`src/hdl/sfir_pkg.sv`:
```
// Shared types, constants and saturating arithmetic of the streaming FIR block.
package sfir_pkg;

  localparam int ACC_BITS       = 48;
  localparam int TAP_INDEX_BITS = 6;
  localparam int TAP_COUNT_BITS = 7;

  localparam logic signed [ACC_BITS-1:0] ACC_MAX = {1'b0, {(ACC_BITS-1){1'b1}}};
  localparam logic signed [ACC_BITS-1:0] ACC_MIN = {1'b1, {(ACC_BITS-1){1'b0}}};

  // in_tuser codes
  localparam logic FUNC_FILTER = 1'b0;
  localparam logic FUNC_COEF   = 1'b1;

  // Broadcast control from the sequencer to every tap cell.
  typedef struct packed {
    logic coef_we;  // coefficient transfer, cell selected by tap index
    logic mul_en;   // load product registers from the held sample
    logic upd_en;   // advance the partial-sum chain
  } cell_ctrl_t;

  function automatic logic signed [ACC_BITS-1:0] acc_add_sat(
    input logic signed [ACC_BITS-1:0] a,
    input logic signed [ACC_BITS-1:0] b
  );
    logic signed [ACC_BITS:0] s;
    s = {a[ACC_BITS-1], a} + {b[ACC_BITS-1], b};
    if (s[ACC_BITS] != s[ACC_BITS-1]) begin
      return s[ACC_BITS] ? ACC_MIN : ACC_MAX;
    end
    return s[ACC_BITS-1:0];
  endfunction

endpackage

```
`src/hdl/sfir_cell.sv`:
```
// One tap cell of the transposed FIR chain: coefficient, product and partial sum.
module sfir_cell
  import sfir_pkg::*;
#(
  parameter int IDX         = 0,
  parameter int MAX_TAPS    = 64,
  parameter int SAMPLE_BITS = 24,
  parameter int COEF_BITS   = 18,
  localparam int CW = (TAP_COUNT_BITS > $clog2(MAX_TAPS + 1)) ?
                      TAP_COUNT_BITS : $clog2(MAX_TAPS + 1)
) (
  input  logic                          clk,
  input  logic                          rst_n,
  input  cell_ctrl_t                    ctrl,
  input  logic [CW-1:0]                 teff,
  input  logic signed [SAMPLE_BITS-1:0] x_i,
  input  logic [TAP_INDEX_BITS-1:0]     tap_index_i,
  input  logic signed [COEF_BITS-1:0]   coef_i,
  input  logic signed [ACC_BITS-1:0]    ps_i,   // from the next cell
  output logic signed [ACC_BITS-1:0]    ps_o    // to the previous cell
);

  localparam int PW = SAMPLE_BITS + COEF_BITS;
  localparam int IW = (TAP_INDEX_BITS > $clog2(MAX_TAPS)) ?
                      TAP_INDEX_BITS : $clog2(MAX_TAPS);

  logic signed [COEF_BITS-1:0] coef_r;
  logic signed [PW-1:0]        prod_full;
  logic signed [ACC_BITS-1:0]  prod_sat;
  logic signed [ACC_BITS-1:0]  prod_r;
  logic signed [ACC_BITS-1:0]  sum_nxt;
  logic                        next_active;

  always_ff @(posedge clk) begin
    if (!rst_n) begin
      coef_r <= '0;
    end else if (ctrl.coef_we && (IW'(tap_index_i) == IW'(IDX))) begin
      coef_r <= coef_i;
    end
  end

  assign prod_full = x_i * coef_r;

  generate
    if (PW > ACC_BITS) begin : g_prod_sat
      logic [PW-ACC_BITS:0] hi;
      assign hi = prod_full[PW-1:ACC_BITS-1];
      assign prod_sat = ((&hi) || !(|hi)) ? prod_full[ACC_BITS-1:0] :
                        (prod_full[PW-1] ? ACC_MIN : ACC_MAX);
    end else begin : g_prod_ext
      assign prod_sat = ACC_BITS'(prod_full);
    end
  endgenerate

  always_ff @(posedge clk) begin
    if (ctrl.mul_en) begin
      prod_r <= prod_sat;
    end
  end

  assign next_active = CW'(IDX + 1) < teff;
  assign sum_nxt     = acc_add_sat(prod_r, next_active ? ps_i : '0);

  generate
    if (IDX == 0) begin : g_head
      // head cell: its sum is the filter output
      assign ps_o = sum_nxt;
    end else begin : g_tap
      logic                       active;
      logic signed [ACC_BITS-1:0] ps_r;
      assign active = CW'(IDX) < teff;
      always_ff @(posedge clk) begin
        if (!rst_n) begin
          ps_r <= '0;
        end else if (ctrl.upd_en) begin
          ps_r <= active ? sum_nxt : '0;
        end
      end
      assign ps_o = ps_r;
    end
  endgenerate

endmodule

```
`config.mk`:
```
export PLATFORM = sky130hd
export DESIGN_NAME = sfir_cell
export DESIGN_NICKNAME = d
export VERILOG_FILES = /design/src/hdl/sfir_pkg.sv /design/src/hdl/sfir_cell.sv
export SDC_FILE = /design/constraint.sdc
export NUM_CORES = 1
export LEC_CHECK = 0
export BUFFER_PORTS_ARGS = -buffer_cell sky130_fd_sc_hd__buf_2
export CORE_MARGIN = 8
export CORE_UTILIZATION = 60
export CTS_BUF_LIST = sky130_fd_sc_hd__clkbuf_4
export CTS_CLUSTER_DIAMETER = 200
export DETAILED_ROUTE_END_ITERATION = 6
export PLACE_DENSITY = 0.8
export SETUP_SLACK_MARGIN = 0.05
export SLEW_MARGIN = 20
export SYNTH_ARGS = -nofsm -noshare
export SYNTH_HDL_FRONTEND = slang
export SYNTH_SLANG_ARGS = --single-unit
```
`constraint.sdc`:
```
create_clock -name clk -period 6.9 [get_ports clk]
set_clock_uncertainty 0.1 [all_clocks]
set_input_delay 0.345 -clock clk [delete_from_list [all_inputs] [get_ports clk]]
set_output_delay 0.345 -clock clk [all_outputs]
set_load 0.01 [all_outputs]
```
; Word level (Yosys, flattened, before mapping)
; Index checks and enable logic that the tools add are counted.
[op_classes]
n_addsub = 1
n_mul = 1
order_cmp = 1
eq_ne = 1
n_mux = 5
n_reduce_logical = 2
[op_table]
columns = op, n
row1 = $mux W48, 4
row2 = $add A42 B48 Y49, 1
row3 = $mul A24 B18 Y42, 1
row4 = $lt A1 B7 Y1 const A, 1
row5 = $logic_not A6 Y1, 1
row6 = $logic_and A1 B1 Y1, 1
row7 = $mux W1, 1
row8 = $ne A1 B1 Y1, 1
[word_totals]
ff_bits = 60
input_bits = 108
out_inout_bits = 48
word_cells = 13

; Logic depth before layout (Yosys ltp)
; Gate-level depths: netlist of run 1.
[depth]
ltp_word = 6
mapped_depth = 26
mapped_depth_nobuf = 24

; Worst setup path after synthesis of run 1
; OpenSTA, ideal clock, no wires.
[synth_timing]
path_kind = input -> register
from = input x_i[23]
to = register prod_r[40] (data pin)
setup_ps = 258
t_arrival_ps = 6042
required_time_ps = 6542
slack_ps = 501
path_stages = 25
path_buffers = 2
path_cell_list = clkbuf_1 clkbuf_1 nand2_1 inv_1 fa_1 inv_1 fa_1 fa_1 inv_1 fa_1 fa_1 inv_1 fa_1 inv_1 ha_1 a21o_1 a21o_1 a21oi_1 o221ai_1 a21o_1 a31oi_1 o211ai_1 a21o_1 a21oi_1 xnor2_1
[synth_via]
elab_chain_len = 1
[synth_rtl]
columns = item, line_no
row1 = "start, declared", sfir_cell.sv:16  ; input logic signed [SAMPLE_BITS-1:0] x_i,
row2 = $mul A24 B18 Y42, sfir_cell.sv:42  ; assign prod_full = x_i * coef_r;
row3 = net prod_full[40], sfir_cell.sv:28  ; logic signed [PW-1:0] prod_full;
row4 = "end signal, assigned", sfir_cell.sv:57  ; prod_r <= prod_sat;
row5 = "end, declared", sfir_cell.sv:30  ; logic signed [ACC_BITS-1:0] prod_r;
; The timed path passes the listed nets, and every way through them passes these cells.
; A chain may end at the register's enable or synchronous reset.

; Worst setup path after layout of run 1
[layout_timing]
from = register coef_r[14]
to = register prod_r[41] (netlist name)
[layout_via]
elab_chain_len = 1
[layout_rtl]
columns = item, line_no
row1 = "start, declared", sfir_cell.sv:27  ; logic signed [COEF_BITS-1:0] coef_r;
row2 = "start signal, assigned", sfir_cell.sv:38  ; coef_r <= coef_i;
row3 = $mul A24 B18 Y42, sfir_cell.sv:42
row4 = net prod_full[41], sfir_cell.sv:28
; The timed path passes the listed nets, and every way through them passes these cells.

==> run summary, run 1 <==
CLOCK NETWORK
--------------------------------------------------------------------------------
Number of H-tree levels                                                        3
Clock Tree Root                                                         clkbuf_4
Clock transition at the registers of the reported paths                  0.14 ns
Latest clock arrival within the worst-skew pair                          0.50 ns
CTS tree                                                                   built
Number of clock buffers inserted by TritonCTS                                  9
Number of buffers added for setup after CTS                                    0
Clock buffer depth                                                             2
Clock tree sinks                                                              60

POWER AND IR DROP
--------------------------------------------------------------------------------
Share of total power consumed by net switching                             0.428
Switching power summed over all nets                                      624 uW
Pwr per Cell Area                                                   64.9 nW/um^2
Part of the power in the clock network                                     0.217
Maximum vdd ir drop                                                     0.128 mV
Internal power summed over all cells                                      835 uW
Power after layout                                                       1460 uW
Portion of total power attributed to combinational logic                   0.504
Leakage Power                                                          0.0116 uW
Share of power burned in registers                                         0.279

SYNTHESIS
--------------------------------------------------------------------------------
Async set or reset register ratio after synthesis                              0
Most instantiated flip-flop cell in the synthesis netlist               edfxtp_1
Fraction of post-synthesis cell area in the top cell type by area          0.407
Yosys Warn Count                                                               0
Syn avg cell area                                                     8.92 sq um
Cell variety after synth                                                      70
Synthesized instance count                                                  2351
Post-synth EDFFs                                                              42
Post-synth top cells                                                inv_1, fa_1, nand2_1
Largest cells by area after synthesis                               fa_1, inv_1, ha_1, edfxtp_1, and2_1
Sequential share of the synthesized area                                  0.0773
Cell area after technology mapping                                   21000 sq um
Leading area contributor after synthesis                                    fa_1
Number of synthesized register bits                                           60
Post-synth net total                                                        3038
Most common cell in the netlist                                            inv_1

SETUP PATH
--------------------------------------------------------------------------------
Data arrival time of the critical path                                   6.83 ns
Critical path depth                                                           21
Top cell by count, worst path                                               fa_1
Critical R2R Launch                                                   coef_r[14]
Critical Path Slowest Stage Cell                                         dfxtp_2
Crit path max-delay family                                           adder cells
Delay contributed by the slowest stage of the critical path              0.68 ns
Cell-by-cell listing of the critical path                           nand2_1 > fa_1 > inv_1 > fa_1 > fa_1 > fa_1 > fa_1 > inv_1 > fa_1 > inv_1 > ha_1 > a21o_1 > a21o_1 > a21o_1 > a221oi_1 > o21bai_1 > a31o_2 > a21o_1 > nand4_1 > a32oi_1 > xnor2_1
Depth of the most critical reg-to-reg path                                    21
Largest driver fanout on the critical path                                    18
Critical path startpoint category                                      flip-flop
Reg2Reg Capture Point                                                 prod_r[41]
Worst setup path endpoint                                             prod_r[41]
Internal reg-to-reg setup slack                                          0.23 ns
Buffers and inverters on the worst path                                        3
Critical path capture point type                                       flip-flop
Crit Path Category                                                    reg -> reg
Critical path required time                                              7.06 ns
Origin of the worst setup path                                        coef_r[14]

MIN PATH
--------------------------------------------------------------------------------
Classification of the worst-slack hold path                            in -> reg
Number of cells on the worst hold path                                         3

DETAILED ROUTING
--------------------------------------------------------------------------------
Final wirelength                                                    53500 microns
Number of detailed-route iterations in the first pass                          5
Via density                                                                 5.60
Initial detailed-routing violation count                                     993
Routed wire length per instance                                     18.3 microns
Antenna-violating nets left                                                    0
# DRC                                                                          0
Total number of vias                                                       16413

GRT
--------------------------------------------------------------------------------
Wire length of the first global-routing pass                        88300 microns
Congestion Overflow GR                                                         0
Met3 Usage GRT                                                            0.0663
Overall track demand over capacity in global routing                       0.266
Grt met2 use                                                               0.446
Initial antenna violation count                                                4
Met1 Resource Use GR                                                       0.335
Largest net degree at the start of global routing                             49
Most used routing layer in global routing                                   met2
Vias in the first global route                                             17689

STA
--------------------------------------------------------------------------------
Number of hold-slack violations in the final timing report                     0
Peak Freq                                                              0.150 GHz
Final critical path time including I/O delays and setup                  6.67 ns
Number of setup violations in the final report                                 0
Unrepaired setup endpoints after global routing                               no
Total Neg Setup Slack                                                       0 ns
Number of pins with negative max-slew slack in the final report                0
Period utilisation layout                                                  0.966
Relative slew slack                                                        0.390
Slew at the pin closest to its max-slew limit                           0.915 ns

CELLS AND AREA
--------------------------------------------------------------------------------
Synthesis-to-finish area growth                                            7.30%
Fraction of final layout cells sized beyond drive strength 1               0.120
Net count reported at finish                                                3157

DIE
--------------------------------------------------------------------------------
Ports                                                                        156
Row count                                                                     68
Die width                                                            203 microns
Die area                                                             41200 sq um
Starting Density                                                           0.609
Overall die height                                                   203 microns
Floorplan core area                                                  34500 sq um

PLACEMENT
--------------------------------------------------------------------------------
DP HPWL                                                             43200 microns
Final weighted congestion of routability-driven global placement           0.899
I/O Buffers                                                                  153

JOB
--------------------------------------------------------------------------------
Max-cap violations                                                             0

RUN STATUS
--------------------------------------------------------------------------------
Status                                                                 completed

==> sequential cells by signal, summed over array words and instances (netlist names) <==
signal,flops
coef_r,18
prod_r,42
==> cell usage in the layout, fill, tap and decap left out, types with 52 or more instances in the layout <==
cell type,count
a21o_1,52
a21oi_1,84
and2_1,200
buf_2,153
buf_4,55
fa_1,426
ha_1,153
inv_1,514
nand2_1,309
xnor2_1,59
==> repair_timing <==
action / 4_1_cts / 5_1_grt
hold buffers: 7 / 0
hold endpoints to repair: 7 / 0
gates resized for setup: 1 / 10
endpoints found under the setup margin: 1 / 11
==> worst min path at each step <==
stage,startpoint,to
6_report,coef_i[10],coef_r[10]
5_1_grt,coef_i[9],coef_r[9]
4_1_cts,coef_i[17],coef_r[17]
3_5_place_dp,coef_r[7],coef_r[7]
3_3_place_gp,coef_r[7],coef_r[7]
2_1_floorplan,ctrl[1],prod_r[0]
==> cells by family (layout without fill, tap and decap cells) <==
group	after synthesis	in the layout	share of synthesized area
simple gates	676	676	0.161
buf+inv	627	751	0.119
fa+ha+maj	579	579	0.498
compound gates	302	302	0.0982
xor+xnor	88	88	0.0371
flops	60	60	0.0773
mux	19	19	0.00913
other cells	0	3	0
==> area by class of cell <==
class / count / area [sq um]
Tap cell: 455 / 569
Clock buffer: 9 / 67.6
Fill cell: 2821 / 12000
Antenna cell: 3 / 7.51
Timing Repair Buffer: 221 / 1350
Multi-Input combinational cell: 1664 / 16900
Sequential cell: 60 / 1630
Clock inverter: 7 / 91.3
Inverter: 514 / 1930
==> worst min-delay path: stages <==
cell and delay (ns):
buf_2 0.07, mux2i_1 0.05, nor2b_1 0.09
==> per-stage QoR <==
step	worst slack (ns)	area (sq um)	hold WS (ns)	instances	util
global route	0.0692	22500	0.0178	2932	0.653
global placement	0.243	22200	0.399	2907	0.645
finish	0.233	22500	0.0221	2933	0.653
CTS	0.0837	22500	0.000775	2930	0.652
detailed placement	0.142	22200	0.414	2907	0.645
floorplan	0.501	21000	0.357	2351	-
==> routing by layer <==
metal / vias to the layer above / wire [microns]
met5: - / 10
met4: 2 / 1730
met3: 150 / 5530
met2: 776 / 25000
met1: 8088 / 21300
li1: 7397 / -
==> power by group through the flow <==
| stage | clock [uW] | combinational (uW) | sequential (uW) |
|---|---|---|---|
| 6_report | 316 | 736 | 408 |
| 5_1_grt | 339 | 804 | 409 |
| 3_3_place_gp | 0 | 714 | 416 |
| 4_1_cts | 324 | 733 | 408 |
| 2_1_floorplan | 0 | 528 | 411 |
| 3_5_place_dp | 0 | 727 | 416 |
Power figures use the tool's default switching activity.
==> run 2, diff against run 1 <==
BUFFER_PORTS_ARGS = not set   (was -buffer_cell sky130_fd_sc_hd__buf_2)
DONT_BUFFER_PORTS = 1   (was not set)
PLACE_DENSITY = 0.76   (was 0.8)
==> run summary, run 2 (synthesis gave the netlist of run 1 again) <==
STA
-------------------------------------------------------------------------------
Final critical path time including I/O delays and setup                 6.52 ns
Period utilisation layout                                                 0.945
Number of hold-slack violations in the final timing report                    0
Number of pins with negative max-slew slack in the final report               0
Unrepaired setup endpoints after global routing                              no
Relative slew slack                                                       0.450
Peak Freq                                                             0.153 GHz
Worst setup slack after layout                                         0.382 ns
Number of setup violations in the final report                                0
Total Neg Setup Slack                                                      0 ns
Slew at the pin closest to its max-slew limit                          0.822 ns

DETAILED ROUTING
-------------------------------------------------------------------------------
Antenna-violating nets left                                                   0
Routed wire length per instance                                    18.5 microns
Initial detailed-routing violation count                                    925
Final wirelength                                                   51600 microns
Via density                                                                5.62
Total number of vias                                                      15695
Number of detailed-route iterations in the first pass                         7
# DRC                                                                         6

CELLS AND AREA
-------------------------------------------------------------------------------
Net count reported at finish                                               3018
Synthesis-to-finish area growth                                           4.18%
Commonest non-fill, non-tap cells in the layout                    inv_1, fa_1, nand2_1
Largest register FFs                                                         42
Largest Register                                                         prod_r
Final core utilization                                                    0.634
Final Instance Count excl. Fillers                                         2793
Fraction of final layout cells sized beyond drive strength 1             0.0604
Most common cell after layout, fill and taps aside                        inv_1
Largest registers in the final layout                              prod_r x42, coef_r x18

CLOCK NETWORK
-------------------------------------------------------------------------------
Number of clock buffers inserted by TritonCTS                                 9
Clock transition at the registers of the reported paths                 0.13 ns
CTS tree                                                                  built
Number of H-tree levels                                                       3
Number of buffers added for setup after CTS                                   0
Clock Tree Root                                                        clkbuf_4
Clock tree sinks                                                             60
Clock buffer depth                                                            2
Latest clock arrival within the worst-skew pair                         0.46 ns

MIN PATH
-------------------------------------------------------------------------------
Min-delay src                                                            x_i[1]
Number of cells on the worst hold path                                        2
Classification of the worst-slack hold path                           in -> reg
Worst Hold End                                                        prod_r[1]

JOB
-------------------------------------------------------------------------------
Max-cap violations                                                            0

RUN STATUS
-------------------------------------------------------------------------------
Status                                                             complete, but fails checks
Violations in the final reports                                             DRC

SETUP PATH
-------------------------------------------------------------------------------
Depth of the most critical reg-to-reg path                                   20
Data arrival time of the critical path                                  6.60 ns
Critical path startpoint category                                     flip-flop
Critical R2R Launch                                                  coef_r[17]
Reg2Reg Capture Point                                                prod_r[39]
Critical path required time                                             6.98 ns
Internal reg-to-reg setup slack                                         0.38 ns
Largest driver fanout on the critical path                                   14
Crit Path Category                                                   reg -> reg
Critical path capture point type                                      flip-flop

GRT
-------------------------------------------------------------------------------
Congestion Overflow GR                                                        0
Overall track demand over capacity in global routing                      0.257
Largest net degree at the start of global routing                            49
Initial antenna violation count                                               1
Vias in the first global route                                            16782
Wire length of the first global-routing pass                       85200 microns

DIE
-------------------------------------------------------------------------------
Die area                                                            41200 sq um
Overall die height                                                  203 microns
Ports                                                                       156
Row count                                                                    68
Die width                                                           203 microns
Starting Density                                                          0.609
Floorplan core area                                                 34500 sq um

POWER AND IR DROP
-------------------------------------------------------------------------------
Leakage Power                                                         0.0110 uW
Pwr per Cell Area                                                  58.0 nW/um^2
Maximum vdd ir drop                                                    0.143 mV

PLACEMENT
-------------------------------------------------------------------------------
DP HPWL                                                            42400 microns
Placed insts                                                               2754
I/O Buffers                                                                   0
Pre-CTS WS                                                            0.0528 ns
Final weighted congestion of routability-driven global placement          0.937

[run 2: layout make-up]
cell class,count,area (sq um)
Sequential cell,60,1630
Fill cell,2859,12600
Antenna cell,2,5.00
Clock buffer,9,67.6
Multi-Input combinational cell,1664,16800
Tap cell,455,569
Inverter,514,1930
Timing Repair Buffer,82,723
Clock inverter,7,75.1
[run 2: critical path, stage by stage (launching register included)]
cell	delay [ns]
dfxtp_1	0.74
nor2b_1	0.25
fa_1	0.44
fa_1	0.45
fa_1	0.62
fa_1	0.47
fa_1	0.50
inv_1	0.05
fa_1	0.48
inv_1	0.04
ha_1	0.34
a21o_1	0.18
a21o_1	0.18
a21o_1	0.20
a221oi_1	0.27
o21bai_1	0.09
a31o_2	0.23
a21o_1	0.21
a21boi_1	0.18
nand3b_1	0.13
nand3_1	0.10
[run 2: how the worst max path moves through the flow]
stage	from	to	slack, ns	cells after the start
global route	coef_r[0]	prod_r[40]	0.05	24
global placement	coef_r[4]	prod_r[40]	0.19	20
finish	coef_r[17]	prod_r[39]	0.38	20
floorplan	x_i[23]	prod_r[40]	0.50	25
CTS	coef_r[14]	prod_r[39]	0.22	21
detailed placement	coef_r[4]	prod_r[39]	0.05	22
[run 2: stage by stage]
step	instance area (sq um)	hold WS, ns	total power, uW
2_1_floorplan	21000	0.357	939
3_3_place_gp	21500	0.373	970
3_5_place_dp	21500	0.374	980
4_1_cts	21800	0.105	1270
5_1_grt	21800	0.114	1350
6_report	21800	0.131	1270
[run 2: what timing repair did]
action                                 CTS  global route
setup endpoints to repair                4            10
gates resized for setup                  1             7
endpoints found under the hold margin   61             0
hold buffers                            21             0
[run 2: routing by layer]
layer,track usage,part of all wire,up-vias
li1,-,-,7107
met1,0.338,0.42,7817
met2,0.426,0.46,681
met3,0.0642,0.10,90
met4,0.0593,0.020,0
met5,0,0,-
[run 2: where the power goes]
part           leakage [uW]  internal (uW)  switching (uW)  total (uW)
Combinational        0.0104            218             364         582
Sequential         0.000581            399            9.22         408
Clock             0.0000807            113             164         277
==> run 3, diff against run 2 <==
CORE_MARGIN = 2   (was 8)
==> run summary, run 3 (synthesis gave the netlist of run 1 again) <==
DETAILED ROUTING
-------------------------------------------------------------------------------
Number of detailed-route iterations in the first pass                         5
Antenna-violating nets left                                                   0
Routed wire length per instance                                    18.0 microns
# DRC                                                                         0
Final wirelength                                                   50300 microns
Total number of vias                                                      15566
Via density                                                                5.57
Initial detailed-routing violation count                                    992

CELLS AND AREA
-------------------------------------------------------------------------------
Most common cell after layout, fill and taps aside                        inv_1
Largest register FFs                                                         42
Multi-input logic area                                              16800 sq um
Combined flip-flop and latch cell area                               1630 sq um
Net count reported at finish                                               3019
Commonest non-fill, non-tap cells in the layout                    inv_1, fa_1, nand2_1
Final core utilization                                                    0.636
Final Instance Count excl. Fillers                                         2795
Largest registers in the final layout                              prod_r x42, coef_r x18
Final std cell area, no fill                                        21900 sq um
Filler instances                                                           2887
Fraction of final layout cells sized beyond drive strength 1             0.0599
Synthesis-to-finish area growth                                           4.45%
Largest Register                                                         prod_r

STA
-------------------------------------------------------------------------------
Worst setup slack after layout                                         0.353 ns
Number of pins with negative max-slew slack in the final report               0
Total Neg Setup Slack                                                      0 ns
Unrepaired setup endpoints after global routing                              no
Period utilisation layout                                                 0.949
Final critical path time including I/O delays and setup                 6.55 ns
Number of hold-slack violations in the final timing report                    0
Number of setup violations in the final report                                0
Relative slew slack                                                       0.472
Peak Freq                                                             0.153 GHz
Slew at the pin closest to its max-slew limit                          0.789 ns

PLACEMENT
-------------------------------------------------------------------------------
Final weighted congestion of routability-driven global placement          0.926
DP HPWL                                                            41700 microns
Placed insts                                                               2755
Pre-CTS WS                                                            0.0686 ns
I/O Buffers                                                                   0
Placed instance area                                                21500 sq um

GRT
-------------------------------------------------------------------------------
Wire length of the first global-routing pass                       84600 microns
Overall track demand over capacity in global routing                      0.295
Congestion Overflow GR                                                        0
Most used routing layer in global routing                                  met2
Initial antenna violation count                                               1
Met1 Resource Use GR                                                      0.402
Vias in the first global route                                            16916
Met3 Usage GRT                                                           0.0655
Grt met2 use                                                              0.492
Largest net degree at the start of global routing                            49

SETUP PATH
-------------------------------------------------------------------------------
Critical path startpoint category                                     flip-flop
Critical Path Slowest Stage Cell                                        dfxtp_1
Top cell by count, worst path                                              fa_1
Delay contributed by the slowest stage of the critical path             0.71 ns
Crit path max-delay family                                          adder cells
Cell-by-cell listing of the critical path                          nand2_1 > fa_1 > inv_1 > fa_1 > fa_1 > fa_1 > fa_1 > inv_1 > fa_1 > inv_1 > ha_1 > a21o_1 > a21o_1 > a21oi_1 > o221ai_1 > a21o_1 > a31oi_1 > buf_4 > o211ai_1 > a21o_1 > a21oi_1 > xnor2_1
Critical path capture point type                                      flip-flop
Crit Path Category                                                   reg -> reg
Largest driver fanout on the critical path                                   14
Critical path required time                                             7.05 ns
Data arrival time of the critical path                                  6.70 ns
Buffers and inverters on the worst path                                       4

POWER AND IR DROP
-------------------------------------------------------------------------------
Leakage Power                                                         0.0110 uW
Pwr per Cell Area                                                  57.0 nW/um^2
Maximum vdd ir drop                                                    0.185 mV

DIE
-------------------------------------------------------------------------------
Floorplan core area                                                 34500 sq um
Overall die height                                                  191 microns
Row count                                                                    68
Die area                                                            36500 sq um
Die width                                                           191 microns
Ports                                                                       156
Starting Density                                                          0.609

CLOCK NETWORK
-------------------------------------------------------------------------------
Number of clock buffers inserted by TritonCTS                                 9
Latest clock arrival within the worst-skew pair                         0.49 ns
Clock Tree Root                                                        clkbuf_4
CTS tree                                                                  built
Number of buffers added for setup after CTS                                   0
Clock buffer depth                                                            2
Clock transition at the registers of the reported paths                 0.17 ns
Clock tree sinks                                                             60
Number of H-tree levels                                                       3

MIN PATH
-------------------------------------------------------------------------------
Classification of the worst-slack hold path                           in -> reg

RUN STATUS
-------------------------------------------------------------------------------
Status                                                                completed

JOB
-------------------------------------------------------------------------------
Max-cap violations                                                            0

[run 3: per-stage QoR]
stage	power, uW	hold WS (ns)
after global routing	1340	0.0875
after global placement	961	0.365
after floorplan	939	0.357
after CTS	1260	0.0000948
final	1250	0.111
after detailed placement	973	0.364
[run 3: power breakdown]
group | internal (uW) | total [uW] | switching, uW
sequential | 399 | 408 | 9.12
combinational | 218 | 576 | 358
clock | 75.7 | 266 | 190
total | 692 | 1250 | 557
[run 3: path summary, 6_finish.rpt]
check / start / endpoint / slack (ns) / cells past startpoint
worst max-delay path: coef_r[13] / prod_r[40] / 0.35 / 22
worst min-delay path: ctrl[1] / prod_r[18] / 0.11 / 1
worst max register to register: coef_r[13] / prod_r[40] / 0.35 / 22
worst min register to register: coef_r[8] / coef_r[8] / 0.44 / 2
[run 3: routing by layer]
| metal | routed length (microns) | vias up |
|---|---|---|
| met1 | 21300 | 7720 |
| met5 | 0 | - |
| li1 | - | 7119 |
| met3 | 4870 | 58 |
| met2 | 23500 | 669 |
| met4 | 665 | 0 |
[run 3: area by class of cell]
cell class | instances | share of cell area
flip-flops and latches | 60 | 0.0744
inverters | 514 | 0.0881
clock inverters | 7 | 0.00234
clock buffers | 9 | 0.00309
multi-input cells | 1664 | 0.769
diodes | 3 | 0.000343
well taps | 455 | 0.0260
repair buffers | 83 | 0.0364
[run 3: timing repair]
| action | CTS | global route |
|---|---|---|
| resized for setup | 2 | 2 |
| hold buffers | 20 | 1 |
| endpoints found under the hold margin | 61 | 1 |
| setup endpoints to repair | 1 | 1 |
